==> src/design/smsg_pkg.sv <==
// shared types, constants and codes for the sonar median speed governor
// no dependencies; used by every module of the block by scoped names

package smsg_pkg;

	// window geometry
	localparam int WINDOW  = 7;
	localparam int IDX_W   = $clog2(WINDOW);
	localparam int CNT_W   = $clog2(WINDOW + 1);
	localparam int MED_POS = WINDOW / 2;
	localparam int DIST_W  = 8;

	// configuration port
	localparam int ADDR_W    = 4;
	localparam int REG_IDX_W = 2;
	localparam int DATA_W    = 32;

	localparam logic [REG_IDX_W-1:0] REG_SLOW_MARGIN = 2'd0;
	localparam logic [REG_IDX_W-1:0] REG_FAST_MARGIN = 2'd1;
	localparam logic [REG_IDX_W-1:0] REG_MAX_SPEED   = 2'd2;

	localparam logic [7:0] RST_SLOW_MARGIN = 8'd20;
	localparam logic [7:0] RST_FAST_MARGIN = 8'd40;
	localparam logic [6:0] RST_MAX_SPEED   = 7'd50;
	localparam logic [6:0] SPEED_CAP       = 7'd100;

	// command codes
	localparam logic [7:0] DIR_REVERSE = 8'd1;
	localparam logic [7:0] SPEED_SLOW  = 8'd2;
	localparam logic [7:0] BTN_STOP    = 8'd1;
	localparam logic [7:0] BTN_MODE    = 8'd2;

	localparam logic OP_COMMAND = 1'b0;
	localparam logic OP_SAMPLE  = 1'b1;

	typedef logic [DIST_W-1:0] dist_t;
	typedef dist_t [WINDOW-1:0] win_t;

	typedef enum logic {
		ST_IDLE,
		ST_MEDIAN
	} state_t;

	// median unit control and status
	typedef struct packed {
		logic start;
		logic sel_front;
	} med_ctrl_t;

	typedef struct packed {
		logic  done;
		dist_t median;
	} med_stat_t;

	// one result beat
	typedef struct packed {
		logic signed [7:0] drive_speed;
		logic              avoid_enabled;
		logic              speed_updated;
	} res_t;

endpackage

==> src/design/smsg_window.sv <==
// front and back sonar sample windows as shift lines, with the fill position
// depends on smsg_pkg

module smsg_window (
	input  logic                    clk,
	input  logic                    arst_n,
	input  logic                    shift_en,
	input  smsg_pkg::dist_t         front,
	input  smsg_pkg::dist_t         back,
	output smsg_pkg::win_t          front_w,
	output smsg_pkg::win_t          back_w,
	output logic                    last_slot
);

	logic [smsg_pkg::IDX_W-1:0] count_q;
	smsg_pkg::win_t             front_q;
	smsg_pkg::win_t             back_q;

	// fill position, wraps after the last slot of a window
	always_ff @(posedge clk or negedge arst_n) begin
		if (!arst_n) begin
			count_q <= '0;
		end else if (shift_en) begin
			if (last_slot) begin
				count_q <= '0;
			end else begin
				count_q <= count_q + smsg_pkg::IDX_W'(1);
			end
		end
	end

	// sample shift lines, payload only
	always_ff @(posedge clk) begin
		if (shift_en) begin
			front_q[0] <= front;
			back_q[0]  <= back;
			for (int i = 1; i < smsg_pkg::WINDOW; i++) begin
				front_q[i] <= front_q[i-1];
				back_q[i]  <= back_q[i-1];
			end
		end
	end

	assign last_slot = (count_q == smsg_pkg::IDX_W'(smsg_pkg::WINDOW - 1));
	assign front_w   = front_q;
	assign back_w    = back_q;

endmodule

==> src/design/smsg_median_sel.sv <==
// iterative median selector: one candidate per cycle against a shared compare bank
// depends on smsg_pkg

module smsg_median_sel (
	input  logic                clk,
	input  logic                arst_n,
	input  smsg_pkg::med_ctrl_t ctrl,
	input  smsg_pkg::win_t      front_w,
	input  smsg_pkg::win_t      back_w,
	output smsg_pkg::med_stat_t stat
);

	logic                       running_q;
	logic                       done_q;
	logic                       sel_front_q;
	logic [smsg_pkg::IDX_W-1:0] idx_q;
	smsg_pkg::dist_t            median_q;

	smsg_pkg::win_t             sel_w;
	smsg_pkg::dist_t            cand;
	logic [smsg_pkg::CNT_W-1:0] gt_cnt;
	logic [smsg_pkg::CNT_W-1:0] ge_cnt;
	logic                       hit;
	logic                       last_idx;

	// shared compare bank: rank the current candidate
	always_comb begin
		sel_w  = sel_front_q ? front_w : back_w;
		cand   = sel_w[idx_q];
		gt_cnt = '0;
		ge_cnt = '0;
		for (int j = 0; j < smsg_pkg::WINDOW; j++) begin
			gt_cnt = gt_cnt + smsg_pkg::CNT_W'(sel_w[j] > cand);
			ge_cnt = ge_cnt + smsg_pkg::CNT_W'(sel_w[j] >= cand);
		end
		hit      = (gt_cnt <= smsg_pkg::CNT_W'(smsg_pkg::MED_POS))
			&& (ge_cnt > smsg_pkg::CNT_W'(smsg_pkg::MED_POS));
		last_idx = (idx_q == smsg_pkg::IDX_W'(smsg_pkg::WINDOW - 1));
	end

	// candidate sequencer
	always_ff @(posedge clk or negedge arst_n) begin
		if (!arst_n) begin
			running_q   <= 1'b0;
			done_q      <= 1'b0;
			sel_front_q <= 1'b0;
			idx_q       <= '0;
		end else begin
			done_q <= running_q && last_idx;
			if (ctrl.start) begin
				running_q   <= 1'b1;
				sel_front_q <= ctrl.sel_front;
				idx_q       <= '0;
			end else if (running_q) begin
				if (last_idx) begin
					running_q <= 1'b0;
				end else begin
					idx_q <= idx_q + smsg_pkg::IDX_W'(1);
				end
			end
		end
	end

	// latch the candidate holding the median rank
	always_ff @(posedge clk) begin
		if (running_q && hit) begin
			median_q <= cand;
		end
	end

	assign stat.done   = done_q;
	assign stat.median = median_q;

endmodule

==> src/design/sonar_median_speed_governor_unit.sv <==
// top level of the sonar median speed governor: control state, speed rule,
// configuration registers and result queue; depends on smsg_pkg,
// smsg_window and smsg_median_sel

// A command beat, or a sample beat that does not close a window, is taken and its
// result is registered in the output register, or in the holding register while the
// output is stalled. A sample beat that closes a window (stop button not held)
// starts a median scan that ranks one stored sample per cycle against the whole
// window. The input is stalled while the scan runs, and the speed result is
// registered when the median unit reports done. The output register plus one
// holding register let the next item be taken while one result still waits.
// Configuration writes complete in the APB access cycle; pready is always high.

module sonar_median_speed_governor_unit (
	input  logic                          clk,
	input  logic                          arst_n,
	// configuration port
	input  logic                          psel,
	input  logic                          penable,
	input  logic                          pwrite,
	input  logic [smsg_pkg::ADDR_W-1:0]   paddr,
	input  logic [smsg_pkg::DATA_W-1:0]   pwdata,
	output logic [smsg_pkg::DATA_W-1:0]   prdata,
	output logic                          pready,
	// item channel
	input  logic                          item_valid,
	output logic                          item_stall,
	input  logic                          opcode,
	input  logic [7:0]                    direction_code,
	input  logic [7:0]                    speed_code,
	input  logic [7:0]                    button_code,
	input  logic [7:0]                    front_distance,
	input  logic [7:0]                    back_distance,
	// result channel
	output logic                          result_valid,
	input  logic                          result_stall,
	output logic signed [7:0]             drive_speed,
	output logic                          avoid_enabled,
	output logic                          speed_updated
);

	// configuration registers
	logic [7:0] slow_margin_q;
	logic [7:0] fast_margin_q;
	logic [6:0] max_speed_q;

	// governor state
	smsg_pkg::state_t  state_q, state_d;
	logic              reverse_q, reverse_d;
	logic              slow_q, slow_d;
	logic              avoid_q, avoid_d;
	logic [7:0]        last_btn_q, last_btn_d;
	logic signed [7:0] target_q, target_d;

	// result queue
	logic           out_valid_q;
	logic           hold_valid_q;
	smsg_pkg::res_t out_q;
	smsg_pkg::res_t hold_q;
	smsg_pkg::res_t res_new;
	logic           res_en;

	logic                accept;
	logic                shift_en;
	logic                last_slot;
	logic                take;
	smsg_pkg::win_t      front_w;
	smsg_pkg::win_t      back_w;
	smsg_pkg::med_ctrl_t med_ctrl;
	smsg_pkg::med_stat_t med_stat;

	// speed rule
	logic [6:0]        cap;
	logic [7:0]        margin;
	logic signed [8:0] diff;
	logic [6:0]        mag;
	logic [6:0]        mag_h;
	logic [7:0]        mag8;
	logic signed [7:0] rule_speed;

	logic                              cfg_wr;
	logic [smsg_pkg::REG_IDX_W-1:0]    reg_idx;

	// configuration port
	assign pready  = 1'b1;
	assign cfg_wr  = psel && penable && pwrite && pready;
	assign reg_idx = paddr[smsg_pkg::ADDR_W-1:2];

	always_ff @(posedge clk or negedge arst_n) begin
		if (!arst_n) begin
			slow_margin_q <= smsg_pkg::RST_SLOW_MARGIN;
			fast_margin_q <= smsg_pkg::RST_FAST_MARGIN;
			max_speed_q   <= smsg_pkg::RST_MAX_SPEED;
		end else if (cfg_wr) begin
			case (reg_idx)
				smsg_pkg::REG_SLOW_MARGIN: slow_margin_q <= pwdata[7:0];
				smsg_pkg::REG_FAST_MARGIN: fast_margin_q <= pwdata[7:0];
				smsg_pkg::REG_MAX_SPEED:   max_speed_q   <= pwdata[6:0];
				default: ;
			endcase
		end
	end

	always_comb begin
		case (reg_idx)
			smsg_pkg::REG_SLOW_MARGIN: prdata = {24'd0, slow_margin_q};
			smsg_pkg::REG_FAST_MARGIN: prdata = {24'd0, fast_margin_q};
			smsg_pkg::REG_MAX_SPEED:   prdata = {25'd0, max_speed_q};
			default:                   prdata = '0;
		endcase
	end

	// windows and median unit
	assign item_stall = (state_q != smsg_pkg::ST_IDLE) || hold_valid_q;
	assign accept     = item_valid && !item_stall;
	assign shift_en   = accept && (opcode == smsg_pkg::OP_SAMPLE);

	smsg_window u_window (
		.clk       (clk),
		.arst_n    (arst_n),
		.shift_en  (shift_en),
		.front     (front_distance),
		.back      (back_distance),
		.front_w   (front_w),
		.back_w    (back_w),
		.last_slot (last_slot)
	);

	smsg_median_sel u_median (
		.clk     (clk),
		.arst_n  (arst_n),
		.ctrl    (med_ctrl),
		.front_w (front_w),
		.back_w  (back_w),
		.stat    (med_stat)
	);

	// speed from the median in avoid mode, else the cap: margin, clamp, halve, sign
	always_comb begin
		cap    = (max_speed_q > smsg_pkg::SPEED_CAP) ? smsg_pkg::SPEED_CAP : max_speed_q;
		margin = slow_q ? slow_margin_q : fast_margin_q;
		diff   = $signed({1'b0, med_stat.median}) - $signed({1'b0, margin});
		if (avoid_q) begin
			if (diff < 0) begin
				mag = '0;
			end else if (diff > $signed({2'b00, cap})) begin
				mag = cap;
			end else begin
				mag = diff[6:0];
			end
		end else begin
			mag = cap;
		end
		mag_h      = slow_q ? (mag >> 1) : mag;
		mag8       = {1'b0, mag_h};
		rule_speed = reverse_q ? $signed(~mag8 + 8'd1) : $signed(mag8);
	end

	// sequencer: next state and result
	always_comb begin
		state_d    = state_q;
		reverse_d  = reverse_q;
		slow_d     = slow_q;
		avoid_d    = avoid_q;
		last_btn_d = last_btn_q;
		target_d   = target_q;
		res_en     = 1'b0;
		res_new.speed_updated = 1'b0;
		med_ctrl.start     = 1'b0;
		med_ctrl.sel_front = reverse_q;
		case (state_q)
			smsg_pkg::ST_IDLE: begin
				if (accept) begin
					if (opcode == smsg_pkg::OP_COMMAND) begin
						reverse_d = (direction_code == smsg_pkg::DIR_REVERSE);
						slow_d    = (speed_code == smsg_pkg::SPEED_SLOW);
						if (button_code == smsg_pkg::BTN_STOP) begin
							target_d = '0;
							res_new.speed_updated = 1'b1;
						end
						if (last_btn_q != smsg_pkg::BTN_MODE
							&& button_code == smsg_pkg::BTN_MODE) begin
							avoid_d = !avoid_q;
						end
						last_btn_d = button_code;
						res_en     = 1'b1;
					end else if (last_slot && last_btn_q != smsg_pkg::BTN_STOP) begin
						med_ctrl.start = 1'b1;
						state_d        = smsg_pkg::ST_MEDIAN;
					end else begin
						res_en = 1'b1;
					end
				end
			end
			smsg_pkg::ST_MEDIAN: begin
				if (med_stat.done) begin
					target_d = rule_speed;
					res_new.speed_updated = 1'b1;
					res_en   = 1'b1;
					state_d  = smsg_pkg::ST_IDLE;
				end
			end
			default: state_d = smsg_pkg::ST_IDLE;
		endcase
		res_new.drive_speed   = target_d;
		res_new.avoid_enabled = avoid_d;
	end

	always_ff @(posedge clk or negedge arst_n) begin
		if (!arst_n) begin
			state_q    <= smsg_pkg::ST_IDLE;
			reverse_q  <= 1'b0;
			slow_q     <= 1'b0;
			avoid_q    <= 1'b0;
			last_btn_q <= '0;
			target_q   <= '0;
		end else begin
			state_q    <= state_d;
			reverse_q  <= reverse_d;
			slow_q     <= slow_d;
			avoid_q    <= avoid_d;
			last_btn_q <= last_btn_d;
			target_q   <= target_d;
		end
	end

	// result queue: output register backed by one holding register
	assign take = out_valid_q && !result_stall;

	always_ff @(posedge clk or negedge arst_n) begin
		if (!arst_n) begin
			out_valid_q  <= 1'b0;
			hold_valid_q <= 1'b0;
		end else if (take || !out_valid_q) begin
			if (hold_valid_q) begin
				out_valid_q  <= 1'b1;
				hold_valid_q <= res_en;
			end else begin
				out_valid_q <= res_en;
			end
		end else if (res_en) begin
			hold_valid_q <= 1'b1;
		end
	end

	always_ff @(posedge clk) begin
		if (take || !out_valid_q) begin
			if (hold_valid_q) begin
				out_q <= hold_q;
				if (res_en) begin
					hold_q <= res_new;
				end
			end else if (res_en) begin
				out_q <= res_new;
			end
		end else if (res_en) begin
			hold_q <= res_new;
		end
	end

	assign result_valid  = out_valid_q;
	assign drive_speed   = out_q.drive_speed;
	assign avoid_enabled = out_q.avoid_enabled;
	assign speed_updated = out_q.speed_updated;

	// checks
	a_done_in_scan: assert property (@(posedge clk) disable iff (!arst_n)
		med_stat.done |-> state_q == smsg_pkg::ST_MEDIAN)
		else $error("median done outside the scan");

	a_scan_length: assert property (@(posedge clk) disable iff (!arst_n)
		med_ctrl.start |-> ##(smsg_pkg::WINDOW + 1) med_stat.done)
		else $error("median scan length wrong");

	a_hold_behind_out: assert property (@(posedge clk) disable iff (!arst_n)
		hold_valid_q |-> out_valid_q)
		else $error("holding register full with output register empty");

	a_no_result_lost: assert property (@(posedge clk) disable iff (!arst_n)
		res_en |-> !hold_valid_q)
		else $error("new result with holding register full");

endmodule

==> config.mk <==
export PLATFORM = sky130hd
export DESIGN_NAME = sonar_median_speed_governor_unit
export DESIGN_NICKNAME = d
export VERILOG_FILES = /design/src/design/smsg_pkg.sv /design/src/design/smsg_window.sv /design/src/design/smsg_median_sel.sv /design/src/design/sonar_median_speed_governor_unit.sv
export SDC_FILE = /design/constraint.sdc
export NUM_CORES = 1
export LEC_CHECK = 0
export ABC_CLOCK_PERIOD_IN_PS = 5340
export BUFFER_PORTS_ARGS = -buffer_cell sky130_fd_sc_hd__clkbuf_2
export CAP_MARGIN = 20
export CELL_PAD_IN_SITES_DETAIL_PLACEMENT = 1
export CELL_PAD_IN_SITES_GLOBAL_PLACEMENT = 1
export CORE_AREA = 2 2 161 163
export CTS_CLUSTER_SIZE = 28
export DETAILED_ROUTE_END_ITERATION = 8
export DIE_AREA = 0 0 163 165
export PLACE_DENSITY_LB_ADDON = 0.1
export SETUP_SLACK_MARGIN = 0.1
export SLEW_MARGIN = 20
export SYNTH_ARGS = -nofsm -noshare
export SYNTH_HDL_FRONTEND = slang
export SYNTH_HIERARCHICAL = 1
export SYNTH_SLANG_ARGS = --single-unit
==> constraint.sdc <==
create_clock -name clk -period 5.34 [get_ports clk]
set_clock_uncertainty 0.1 [all_clocks]
set_input_delay 0.267 -clock clk [delete_from_list [all_inputs] [get_ports clk]]
set_output_delay 0.267 -clock clk [all_outputs]
set_load 0.02 [all_outputs]
; ---- Word level (Yosys, flattened, before mapping)
; Index checks and enable logic that the tools add are counted.
[word_totals]
ff_bits = 194
in_bits = 84
wordCells = 165
[classes]
addsub = 16
order_cmp = 20
eq_ne = 12
mux = 51
bitwise = 3
reduce_logical = 26
[ops]
columns = operator, count
row1 = $ge 8x8->1, 7
row2 = $gt 8x8->1, 7
row3 = $mux 56, 1
row4 = $mux 8, 7
row5 = $mux 10, 5
row6 = $mux 7, 5
row7 = $add 3x1->3, 10
row8 = $bmux 8 s3, 1
row9 = $pmux 8 s3, 1
row10 = $mux 1, 23
row11 = $eq 8x1->1 const B, 2
row12 = $eq 8x2->1 const B, 2
row13 = $pmux 8 s2, 1
row14 = $mux 3, 4
row15 = $logic_and 1x1->1, 10
row16 = $reduce_and 2->1, 5
row17 = $gt 9x8->1, 1
row18 = $lt 9x1->1 const B, 1
row19 = $sub 8x8->9, 1
row20 = $add 8x1->8 const B, 1
row21 = $ne 8x1->1 const B, 1
row22 = $ne 8x2->1 const B, 1
row23 = $not 7->8, 1
row24 = $gt 7x7->1 const B, 1
row25 = 16 further kinds, 29

; ---- Depth between registers and ports, before layout
; Gate-level depths: netlist of the first run.
[depth]
depth_word = 15
mapped_depth = 25
mapped_depth_nobuf = 22

; ---- Hierarchy
; The synthesis of the first run kept the hierarchy.
[by_module_without_submodules]
columns = mod, n_inst, cells_per_inst, area_each_um2
row1 = sonar_median_speed_governor_unit, 1, 381, 4082.7
row2 = smsg_window, 1, 125, 3504.6
row3 = smsg_median_sel, 1, 336, 3305.7

; ---- Least setup slack after synthesis of the first run
; OpenSTA, ideal clock, no wires.
[synth_timing]
kind = flip-flop to flip-flop
startpoint = reg u_median.sel_front_q
endpoint = reg u_median.median_q[0], enable pin
setup_time_ns = 0.377
t_arrival_ns = 5.451
required_ns = 4.863
slack_ns = -0.587
stages_incl_launch_ff = 21
synth_period_minus_slack_ns = 5.927
cell_sequence = dfrtp_1 -> buf_6 -> buf_12 -> buf_12 -> mux2i_1 -> mux4_2 -> mux2i_1 -> ha_1 -> nor2b_1 -> o21a_1 -> o21a_1 -> o21bai_1 -> a21boi_0 -> fa_1 -> inv_1 -> fa_1 -> inv_1 -> fa_1 -> fa_1 -> or3b_2 -> mux2i_1
[synth_via]
elab_chain_cells = 13
word_cells_on_any_way = 33
cone_classes = 12 x add/sub / 16 x order compare / 3 x mux / 2 x reduce/logical
[synth_rtl]
columns = element, line_no
row1 = start: declaration, smsg_median_sel.sv:15  ; logic sel_front_q;
row2 = start signal: assignment, smsg_median_sel.sv:52  ; sel_front_q <= ctrl.sel_front;
row3 = $mux 56 (*), smsg_median_sel.sv:28  ; sel_w = sel_front_q ? front_w : back_w;
row4 = $bmux 8 s3 (*), smsg_median_sel.sv:29  ; cand = sel_w[idx_q];
row5 = $mux 8 (implied by the code) (*), smsg_median_sel.sv:29
row6 = via u_median.cand[0], smsg_median_sel.sv:20  ; smsg_pkg::dist_t cand;
row7 = $gt 8x8->1 or $ge 8x8->1 (tied branches), "smsg_median_sel.sv:33, smsg_median_sel.sv:34"
row8 = "$add 1x1->2, on equally long branches", "smsg_median_sel.sv:33, smsg_median_sel.sv:34"
row9 = "$add 3x1->3, on equally long branches (5 in a row)", "smsg_median_sel.sv:33, smsg_median_sel.sv:34"
row10 = $le 3x2->1 or $gt 3x2->1 (tied branches), "smsg_median_sel.sv:36, smsg_median_sel.sv:37"
row11 = $logic_and 1x1->1 (*), smsg_median_sel.sv:37  ; && (ge_cnt > smsg_pkg::CNT_W'(smsg_pkg::MED_POS));
row12 = $logic_and 1x1->1 (*), smsg_median_sel.sv:66  ; if (running_q && hit) begin
row13 = end signal: assignment, smsg_median_sel.sv:67  ; median_q <= cand;
row14 = end: declaration, smsg_median_sel.sv:17  ; smsg_pkg::dist_t median_q;
; Mark *: on every way through the listed nets, which the timed path passes. The rest lies on a longest branch. The select of a mux whose other input is x is not followed.
; A chain may end at the register's enable or synchronous reset.

; ---- Final worst setup path of the first run
[layout_timing]
startpoint = reg u_median.sel_front_q
endpoint = reg u_median.median_q[2], enable pin
[layout_via]
elab_chain_cells = 13
word_cells_on_any_way = 33
cone_classes = 12 x add/sub / 16 x order compare / 3 x mux / 2 x reduce/logical
[layout_rtl]
columns = element, line_no
row1 = $mux 56 (*), smsg_median_sel.sv:28
row2 = $bmux 8 s3, smsg_median_sel.sv:29
row3 = $mux 8 (implied by the code), smsg_median_sel.sv:29
row4 = $gt 8x8->1 or $ge 8x8->1 (tied branches), "smsg_median_sel.sv:33, smsg_median_sel.sv:34"
row5 = "$add 1x1->2, on equally long branches", "smsg_median_sel.sv:33, smsg_median_sel.sv:34"
row6 = "$add 3x1->3, on equally long branches (5 in a row)", "smsg_median_sel.sv:33, smsg_median_sel.sv:34"
row7 = $le 3x2->1 or $gt 3x2->1 (tied branches), "smsg_median_sel.sv:36, smsg_median_sel.sv:37"
row8 = $logic_and 1x1->1 (*), smsg_median_sel.sv:37
row9 = $logic_and 1x1->1 (*), smsg_median_sel.sv:66
; Mark *: on every way between the ends. The rest lies on a longest branch, timed or not. The select of a mux whose other input is x is not followed.

==> impl_metrics.csv, run 1 <==
group,metric,value,unit
run_status,outcome,"complete, but fails checks",
run_status,violations,"setup timing",
cells_and_area,final_util,0.5500,
clock_tree,path_clk_slew,0.08,ns
critical_path,path_buf_inv,7,
sta,finalWorstSetupSlack,-0.2578,ns
cells_and_area,fillers,2575,
power,p_per_area,566.7,nW/um2
clock_tree,insertion_delay,0.44,ns
power,switchingPower,3.085,mW
critical_path,cp_top_family,"adder cells",
yosys,postSynthCellCount,842,
critical_path,critical_path_class,"register to register",
drt,wire_per_inst,19.85,um
sta,fin_crit_sh,1.048,
cells_and_area,fin_nets,1226,
yosys,ys_types,79,
sta,drv_slew,0,
yosys,ys_seq_area_frac,0.5108,
cells_and_area,drive_above_1_share,0.3916,
floorplan,die_w,163,um
sta,fmax,178.6,MHz
cells_and_area,fin_cells,1400,
yosys,synthFlopType,"edfxtp_1",
cells_and_area,diodes,0,
clock_tree,numCtsBuffers,17,
cells_and_area,multi_input_area,5395,um2
sta,hold_viol,0,
critical_path,critPathLaunchType,"register",
power,pwr-share-clk,0.159,
floorplan,core.rowCount,58,
clock_tree,cts-root-buf,"clkbuf_16",
critical_path,worstSetupEndpointType,"register",
power,p_comb_frac,0.563,
power,ir_drop,0.3311,mV
yosys,yosys-top-cells-count,"edfxtp_1, mux2_2, ha_1",
sta,slew_headroom,0.3791,
worst_hold_path,hp-class,"primary input to register",
floorplan,ios,129,
drt,wirelength,27800,um
yosys,synth_top_area_share,0.3859,
sta,rsz0062_at_grt,"yes",
power,power.internal,4.718,mW
yosys,synth_area,10890,um2
critical_path,cp_data_arrival_time,5.64,ns
drt,vias,7472,
critical_path,cp.required,5.38,ns
placed_design,dpl_worst_slack,-0.3672,ns
grt,grt_overflow_total,0,
placed_design,io_buffers,77,
drt,drt_pass1_iterations,4,
clock_tree,htree_levels,4,
floorplan,die_y,165,um
placed_design,routabilityCongestion,0.8525,
grt,grt_max_degree,84,
drt,via_per_inst,5.337,
run,maxCapViolations,0,
drt,ant_nets,0,
grt,grt_usage,0.2103,
clock_tree,cts_buffer_depth,2,
yosys,synth-edff-count,140,
power,switching_share,0.3954,
clock_tree,clock-sinks,194,
grt,grt_antenna_before_repair,0,
power,seqPwrFrac,0.278,
critical_path,reg2reg_setup_slack,-0.26,ns
cells_and_area,area_growth,26.41,%
cells_and_area,regArea,5567,um2
sta,hold_ws,0.02429,ns
yosys,yosys_warnings,6,
sta,tightest_slew,0.9279,ns
sta,min_period,5.598,ns
placed_design,placedCellCount,1313,
critical_path,slowest_stage,"fa_1",
critical_path,crit_fanout,8,
critical_path,critical_path.max_stage_delay,0.53,ns
drt,drc,0,
yosys,synth_seq_cells,194,
floorplan,start_util,0.4351,
grt,grt_pass1_vias,8134,
floorplan,die_area,26900,um2
placed_design,dp_hpwl,19820,um
yosys,avgSynthCellArea,12.94,um2
floorplan,core_area,25040,um2
sta,tns,-2.027,ns
grt,grt_pass1_wl,43790,um
clock_tree,cts_tree,"done",
power,leakage,5.440,nW
yosys,yosysTopAreaCell,"edfxtp_1",
sta,setup_viol,8,
yosys,synthTopCellsByArea,"edfxtp_1, dfrtp_1, mux2_2, ha_1, mux2i_1",
yosys,synth_most_common_cell,"edfxtp_1",
critical_path,path_cells,"buf_6 > buf_12 > buf_4 > mux2_2 > mux2i_2 > mux2_2 > mux2_4 > buf_4 > ha_1 > nand4_1 > nor3_2 > a21oi_2 > fa_1 > inv_2 > fa_1 > inv_2 > fa_2 > fa_2 > or3b_4 > mux2i_4 > buf_12",
drt,first_iter_violations,288,
yosys,async_flop_share,0.2784,
==> flip-flops by register name, indices dropped and copies added, names as in the netlist, 3 cells and up <==
register / flops
u_window/back_w: 56
u_window/front_w: 56
hold_q: 10
drive_speed: 8
fast_margin_q: 8
last_btn_q: 8
slow_margin_q: 8
target_q: 8
u_median/median_q: 8
max_speed_q: 7
u_median/idx_q: 3
u_window/count_q: 3
==> worst paths after layout <==
kind,endpoint,start,cells past startpoint
setup / recovery,u_median/median_q[2]$_DFFE_PP_,u_median/sel_front_q$_DFFE_PN0P_,21
hold / removal,reverse_q$_DFFE_PN0P_,direction_code[5],4
setup reg to reg,u_median/median_q[2]$_DFFE_PP_,u_median/sel_front_q$_DFFE_PN0P_,21
hold reg to reg,u_window/back_w[55]$_DFFE_PP_,u_window/back_w[47]$_DFFE_PP_,0
max in group asynchronous,u_median/sel_front_q$_DFFE_PN0P_,arst_n,3
min in group asynchronous,fast_margin_q[1]$_DFFE_PN0P_,arst_n,3
==> final cells by class <==
type,instances,share of cell area
inverter,26,0.007088
timing repair buffer,225,0.1268
multi-input combinational,593,0.3918
tap,330,0.02999
clock inverter,14,0.008905
clock buffer,18,0.03117
sequential,194,0.4043
==> power by group through the flow <==
stage,combinational (mW),sequential [mW],clock (mW)
2_1_floorplan,2.57,2.16,0
3_3_place_gp,3.76,2.17,0
3_5_place_dp,3.94,2.20,0
4_1_cts,4.15,2.17,1.28
5_1_grt,4.86,2.21,1.32
6_report,4.39,2.17,1.24
==> layout by cell type (no fill, tap or decap), types with 6 or more instances in the layout <==
master	n
mux4_2	9
nand2_1	45
clkbuf_2	77
ha_4	10
o31ai_1	6
dfrtp_1	45
a21o_1	15
dlygate4sd3_1	32
nand3_1	9
o211ai_1	6
mux2i_1	25
a21oi_2	6
o21ai_0	19
o21a_1	10
nor2b_1	10
a21oi_1	27
nor2_1	48
inv_1	18
buf_4	101
edfxtp_1	140
nand4_1	13
dfstp_2	7
buf_12	8
clkbuf_16	18
conb_1	25
mux2_2	82
a31oi_1	9
nor3_2	6
ha_1	63
mux2_4	9
==> cell families after synthesis <==
kind of cell	after synthesis	share of synthesized area
DFF	194	0.5108
and+or+nand+nor	177	0.07949
AOI/OAI and AO/OA	158	0.1084
muxes	139	0.1491
adders and majority gates	85	0.1025
buffers and inverters	78	0.04181
xor gates and xnor gates	9	0.007236
other	2	0.0006894
==> worst min-delay path: cells and delay by family <==
family / cells / cell delay, ns
compound gates: 1 / 0.07
buf+inv: 1 / 0.08
simple gates: 2 / 0.10
==> repair_timing <==
item | CTS | global route
resized for setup | 33 | 41
hold buffers | 32 | 0
endpoints found under the hold margin | 89 | 0
setup endpoints to repair | 14 | 16
buffers inserted | 8 | 12
pin swaps | 13 | 25
gates cloned | 1 | 1
==> stage by stage <==
stage	power [mW]	cell area, um2
after detailed placement	6.134	12270
after global routing	8.394	13770
after floorplan	4.721	11060
after global placement	5.932	12270
final	7.803	13770
after CTS	7.600	13430
==> routing by layer <==
layer	track usage	wire, um	up-vias
met1	0.2695	12250	3754
met4	0.05189	382	0
met3	0.02813	567	29
li1	-	-	3582
met5	0	0	-
met2	0.3773	14590	107
(Power assumes the default switching activity.)
==> inputs of run 2 (changes only) <==
--- a/config.mk
+++ b/config.mk
@@ -7,13 +7,12 @@
 export LEC_CHECK = 0
 export ABC_CLOCK_PERIOD_IN_PS = 5340
 export BUFFER_PORTS_ARGS = -buffer_cell sky130_fd_sc_hd__clkbuf_2
-export CAP_MARGIN = 20
 export CELL_PAD_IN_SITES_DETAIL_PLACEMENT = 1
 export CELL_PAD_IN_SITES_GLOBAL_PLACEMENT = 1
-export CORE_AREA = 2 2 161 163
+export CORE_AREA = 2 2 169 171
 export CTS_CLUSTER_SIZE = 28
 export DETAILED_ROUTE_END_ITERATION = 8
-export DIE_AREA = 0 0 163 165
+export DIE_AREA = 0 0 171 173
 export PLACE_DENSITY_LB_ADDON = 0.1
 export SETUP_SLACK_MARGIN = 0.1
 export SLEW_MARGIN = 20
==> impl_metrics.csv, run 2 (synthesis results as in run 1) <==
group,metric,value,unit
power,p_per_area,563.3,nW/um2
floorplan,core.rowCount,61,
critical_path,critPathLaunchType,"register",
cells_and_area,drive_above_1_share,0.3748,
critical_path,cp.required,5.40,ns
critical_path,rr_startpoint,"u_median/sel_front_q$_DFFE_PN0P_",
clock_tree,insertion_delay,0.44,ns
placed_design,placedCellCount,1368,
cells_and_area,fillers,2863,
placed_design,dpl_worst_slack,-0.3454,ns
worst_hold_path,min_to,"reverse_q$_DFFE_PN0P_",
clock_tree,numCtsBuffers,17,
cells_and_area,mostFrequentLayoutCells,"edfxtp_1, buf_4, mux2_2",
power,finalPower,7.712,mW
floorplan,core_area,27630,um2
drt,via_per_inst,5.202,
clock_tree,path_clk_slew,0.07,ns
critical_path,reg2reg_depth,22,
cells_and_area,finish.instance_area,13690,um2
sta,rsz0062_at_grt,"yes",
grt,grt_overflow_total,0,
critical_path,critical_path.max_stage_delay,0.54,ns
critical_path,cp_data_arrival_time,5.61,ns
clock_tree,htree_levels,4,
critical_path,worstSetupEndpointType,"register",
clock_tree,cts_tree,"done",
clock_tree,cts_buffer_depth,2,
placed_design,routabilityCongestion,0.8428,
critical_path,path_buf_inv,5,
clock_tree,cts-root-buf,"clkbuf_16",
drt,wirelength,27470,um
placed_design,placed_cell_area,12380,um2
sta,fmax,180.2,MHz
run_status,violations,"setup timing",
floorplan,die_w,171,um
cells_and_area,fin_nets,1226,
worst_hold_path,hp-class,"primary input to register",
cells_and_area,diodes,0,
sta,min_period,5.551,ns
placed_design,io_buffers,77,
placed_design,dp_hpwl,19960,um
sta,hold_viol,0,
drt,vias,7532,
floorplan,ios,129,
power,leakage,5.424,nW
critical_path,startpoint,"u_median/sel_front_q$_DFFE_PN0P_",
worst_hold_path,min-delay-start,"direction_code[6]",
floorplan,start_util,0.3943,
drt,drt_pass1_iterations,6,
drt,drc,0,
grt,grt_pass1_vias,8242,
drt,first_iter_violations,333,
cells_and_area,fin_cells,1448,
run,maxCapViolations,0,
cells_and_area,final_common_cell,"edfxtp_1",
cells_and_area,area_growth,25.70,%
sta,slew_headroom,0.4129,
sta,setup_viol,8,
drt,wire_per_inst,18.97,um
grt,grt_usage,0.1912,
critical_path,path_cells,"buf_12 > buf_16 > mux2_2 > nor2_1 > nor3_1 > a31oi_1 > mux2_4 > ha_1 > nand2_1 > o21bai_1 > a21oi_1 > o211ai_1 > a21oi_2 > fa_1 > inv_1 > fa_1 > inv_2 > fa_2 > fa_2 > or3b_4 > mux2i_4 > buf_12",
floorplan,die_y,173,um
sta,fin_crit_sh,1.039,
grt,grt_max_degree,77,
power,ir_drop,0.2888,mV
floorplan,die_area,29580,um2
critical_path,crit_fanout,8,
grt,grt_pass1_wl,43860,um
sta,finalWorstSetupSlack,-0.2106,ns
critical_path,worstReg2RegEnd,"u_median/median_q[0]$_DFFE_PP_",
critical_path,reg2reg_setup_slack,-0.21,ns
critical_path,slowest_stage,"fa_1",
critical_path,cp_top_family,"adder cells",
run_status,outcome,"complete, but fails checks",
sta,tns,-1.678,ns
grt,grt_antenna_before_repair,0,
drt,ant_nets,0,
clock_tree,clock-sinks,194,
sta,tightest_slew,0.8774,ns
worst_hold_path,hold_depth,4,
critical_path,critical_path_class,"register to register",
sta,drv_slew,0,
-- run 2: changes by cell type in the layout (fill, tap and decap cells not counted), moves of 3 or more --
cell / before / now
nor3_2: 6 / 2
nor3_1: 5 / 9
ha_1: 63 / 66
inv_8: 3 / 0
-- run 2: where the power goes --
part	internal, mW	switching, mW	leakage [nW]
sequential	1.98	0.192	1.91
combinational	2.12	2.25	3.27
clock	0.594	0.580	0.245
total	4.69	3.02	5.42
-- run 2: what timing repair did --
action | CTS | global route
gates cloned | 2 | 0
endpoints found under the hold margin | 90 | 0
hold buffers | 33 | 0
gates resized for setup | 29 | 26
setup buffers | 6 | 6
pin swaps | 12 | 10
setup endpoints to repair | 13 | 19
-- run 2: stage by stage --
| stage | util | hold slack, ns |
|---|---|---|
| floorplan | - | -0.1286 |
| global placement | 0.4481 | 0.3264 |
| detailed placement | 0.4481 | 0.3330 |
| CTS | 0.4887 | 0.001784 |
| global route | 0.4956 | 0.009468 |
| finish | 0.4956 | 0.02190 |
-- run 2: worst max-delay path by stage --
stage	to	slack, ns	depth (start not counted)
2_1_floorplan	u_median/median_q[0]$_DFFE_PP_	0.11	20
3_3_place_gp	u_median/median_q[0]$_DFFE_PP_	-0.28	19
3_5_place_dp	u_median/median_q[0]$_DFFE_PP_	-0.35	19
4_1_cts	u_median/median_q[0]$_DFFE_PP_	-0.18	20
5_1_grt	u_median/median_q[0]$_DFFE_PP_	-0.44	20
6_report	u_median/median_q[0]$_DFFE_PP_	-0.21	22
-- run 2: worst min-delay path, stage by stage --
cell and delay (ns):
clkbuf_2 0.07, nor4_1 0.04, nand3_1 0.07, o21ai_0 0.07
-- run 2: area by class of cell --
| cell class | instances | area, um2 | share of cell area |
|---|---|---|---|
| sequential | 194 | 5567 | 0.4066 |
| multi-input combinational | 593 | 5300 | 0.3871 |
| timing repair buffer | 225 | 1734 | 0.1267 |
| tap | 378 | 473.0 | 0.03454 |
| clock buffer | 19 | 432.9 | 0.03162 |
| inverter | 26 | 97.59 | 0.007128 |
| clock inverter | 13 | 87.58 | 0.006397 |
-- run 2: routing by layer --
metal / routed length, um / track usage / vias to the layer above
met5: 0 / 0 / -
met4: 502 / 0.05685 / 0
met3: 759 / 0.03044 / 32
met2: 14150 / 0.3337 / 121
met1: 12060 / 0.2430 / 3796
li1: - / - / 3583
==> inputs of run 3 (changes only) <==
--- a/config.mk
+++ b/config.mk
@@ -5,7 +5,7 @@
 export SDC_FILE = /design/constraint.sdc
 export NUM_CORES = 1
 export LEC_CHECK = 0
-export ABC_CLOCK_PERIOD_IN_PS = 5340
+export ABC_CLOCK_PERIOD_IN_PS = 5600
 export BUFFER_PORTS_ARGS = -buffer_cell sky130_fd_sc_hd__clkbuf_2
 export CELL_PAD_IN_SITES_DETAIL_PLACEMENT = 1
 export CELL_PAD_IN_SITES_GLOBAL_PLACEMENT = 1
==> constraint.sdc (replaced) <==
create_clock -name clk -period 5.6 [get_ports clk]
set_clock_uncertainty 0.1 [all_clocks]
set_input_delay 0.28 -clock clk [delete_from_list [all_inputs] [get_ports clk]]
set_output_delay 0.28 -clock clk [all_outputs]
set_load 0.02 [all_outputs]
==> impl_metrics.csv, run 3 (synthesis results as in run 1) <==
group,metric,value,unit
run_status,outcome,"complete, but fails checks",
run_status,violations,"setup timing",
critical_path,slowest_stage,"dfrtp_2",
power,finalPower,7.504,mW
critical_path,startpoint,"u_median/sel_front_q$_DFFE_PN0P_",
sta,slew_headroom,0.2920,
worst_hold_path,min_to,"last_btn_q[4]$_DFFE_PN0P_",
critical_path,critical_path_class,"register to register",
floorplan,die_area,29580,um2
critical_path,critical_path.max_stage_delay,0.50,ns
grt,grt_antenna_before_repair,0,
floorplan,ios,129,
sta,hold_ws,0.01530,ns
sta,finalWorstSetupSlack,-0.1299,ns
sta,rsz0062_at_grt,"yes",
drt,wire_per_inst,19.41,um
clock_tree,cts_tree,"done",
critical_path,path_buf_inv,7,
drt,drc,0,
cells_and_area,fin_nets,1196,
sta,min_period,5.730,ns
floorplan,die_w,171,um
cells_and_area,diodes,0,
placed_design,io_buffers,77,
clock_tree,htree_levels,4,
run,maxCapViolations,0,
clock_tree,path_clk_slew,0.07,ns
placed_design,dp_hpwl,19680,um
cells_and_area,final_common_cell,"edfxtp_1",
critical_path,path_cells,"buf_12 > mux4_2 > and2_1 > a31oi_1 > mux2_4 > buf_6 > ha_4 > nor2b_1 > o21bai_1 > a21oi_1 > o211ai_1 > buf_4 > buf_4 > buf_4 > nand2_1 > ha_1 > fa_1 > fa_2 > ha_4 > o41ai_4 > buf_4 > mux2i_4 > buf_12",
grt,grt_pass1_vias,8221,
worst_hold_path,hp-class,"primary input to register",
grt,grt_usage,0.1923,
grt,grt_overflow_total,0,
clock_tree,cts-root-buf,"clkbuf_16",
worst_hold_path,hold_depth,2,
critical_path,cpMostUsedCell,"buf_4",
worst_hold_path,min-delay-start,"button_code[4]",
floorplan,start_util,0.3943,
clock_tree,cts_buffer_depth,2,
cells_and_area,drive_above_1_share,0.3510,
sta,drv_slew,0,
critical_path,cp_data_arrival_time,5.78,ns
critical_path,worstSetupEndpointType,"register",
critical_path,worstReg2RegEnd,"u_median/median_q[1]$_DFFE_PP_",
power,ir_drop,0.3412,mV
drt,vias,7451,
clock_tree,clock-sinks,194,
drt,ant_nets,0,
drt,via_per_inst,5.255,
grt,grt_max_degree,78,
critical_path,rr_startpoint,"u_median/sel_front_q$_DFFE_PN0P_",
sta,tightest_slew,1.062,ns
floorplan,core.rowCount,61,
sta,setup_viol,8,
cells_and_area,mostFrequentLayoutCells,"edfxtp_1, mux2_2, buf_4",
clock_tree,insertion_delay,0.44,ns
floorplan,die_y,173,um
drt,wirelength,27530,um
grt,grt_pass1_wl,44270,um
cells_and_area,fin_cells,1418,
cells_and_area,area_growth,22.81,%
critical_path,cp.required,5.65,ns
placed_design,routabilityCongestion,0.8645,
critical_path,crit_fanout,8,
critical_path,reg2reg_depth,23,
sta,fmax,174.5,MHz
clock_tree,numCtsBuffers,17,
drt,first_iter_violations,340,
power,leakage,5.287,nW
sta,tns,-1.024,ns
critical_path,cp_top_family,"adder cells",
critical_path,reg2reg_setup_slack,-0.13,ns
critical_path,critPathLaunchType,"register",
drt,drt_pass1_iterations,6,
placed_design,placedCellCount,1343,
floorplan,core_area,27630,um2
sta,hold_viol,0,
power,p_per_area,560.9,nW/um2
sta,fin_crit_sh,1.023,
## run 3: worst max-delay path by stage
stage	to	depth (start not counted)
global route	u_median/median_q[1]$_DFFE_PP_	21
finish	u_median/median_q[1]$_DFFE_PP_	23
global placement	u_median/median_q[3]$_DFFE_PP_	18
CTS	u_median/median_q[1]$_DFFE_PP_	21
floorplan	u_median/median_q[0]$_DFFE_PP_	20
detailed placement	u_median/median_q[3]$_DFFE_PP_	21
## run 3: final cells by class
type                            count  area, um2
Clock inverter                      8      63.81
Tap cell                          378      473.0
Sequential cell                   194       5567
Multi-Input combinational cell    593       5164
Clock buffer                       24      515.5
Fill cell                        2877      14250
Timing Repair Buffer              195       1498
Inverter                           26      97.59
## run 3: report_power, final
part	internal (mW)	switching, mW
Clock	0.657	0.566
Sequential	1.89	0.185
Combinational	1.99	2.22
## run 3: worst register-to-register path: cells and delay by family, from the launching register on
kind	cells	cell delay [ns]
buffers and inverters	7	0.96
DFF	1	0.50
adders and majority gates	5	1.51
muxes	3	0.96
and+or+nand+nor	3	0.33
AOI/OAI and AO/OA	5	1.07
## run 3: layer usage
metal | GRT usage | wire length, um | vias to the layer above
met5 | 0 | 0 | -
met2 | 0.3407 | 14350 | 131
met1 | 0.2421 | 11980 | 3756
li1 | - | - | 3523
met3 | 0.02518 | 680 | 41
met4 | 0.06003 | 520 | 0
## run 3: repair_timing
item	in CTS	in global routing
hold buffers	25	0
endpoints found under the hold margin	74	0
resized for setup	33	10
setup buffers	12	4
endpoints found under the setup margin	8	14
pin swaps	17	10
gates cloned	2	0
## run 3: stage by stage
step | cell area, um2 | utilization | setup WS, ns
floorplan | 11010 | - | 0.1255
global placement | 12160 | 0.4401 | -0.2382
detailed placement | 12160 | 0.4401 | -0.3675
CTS | 13310 | 0.4818 | 0.02004
global route | 13380 | 0.4842 | -0.2521
finish | 13380 | 0.4842 | -0.1299
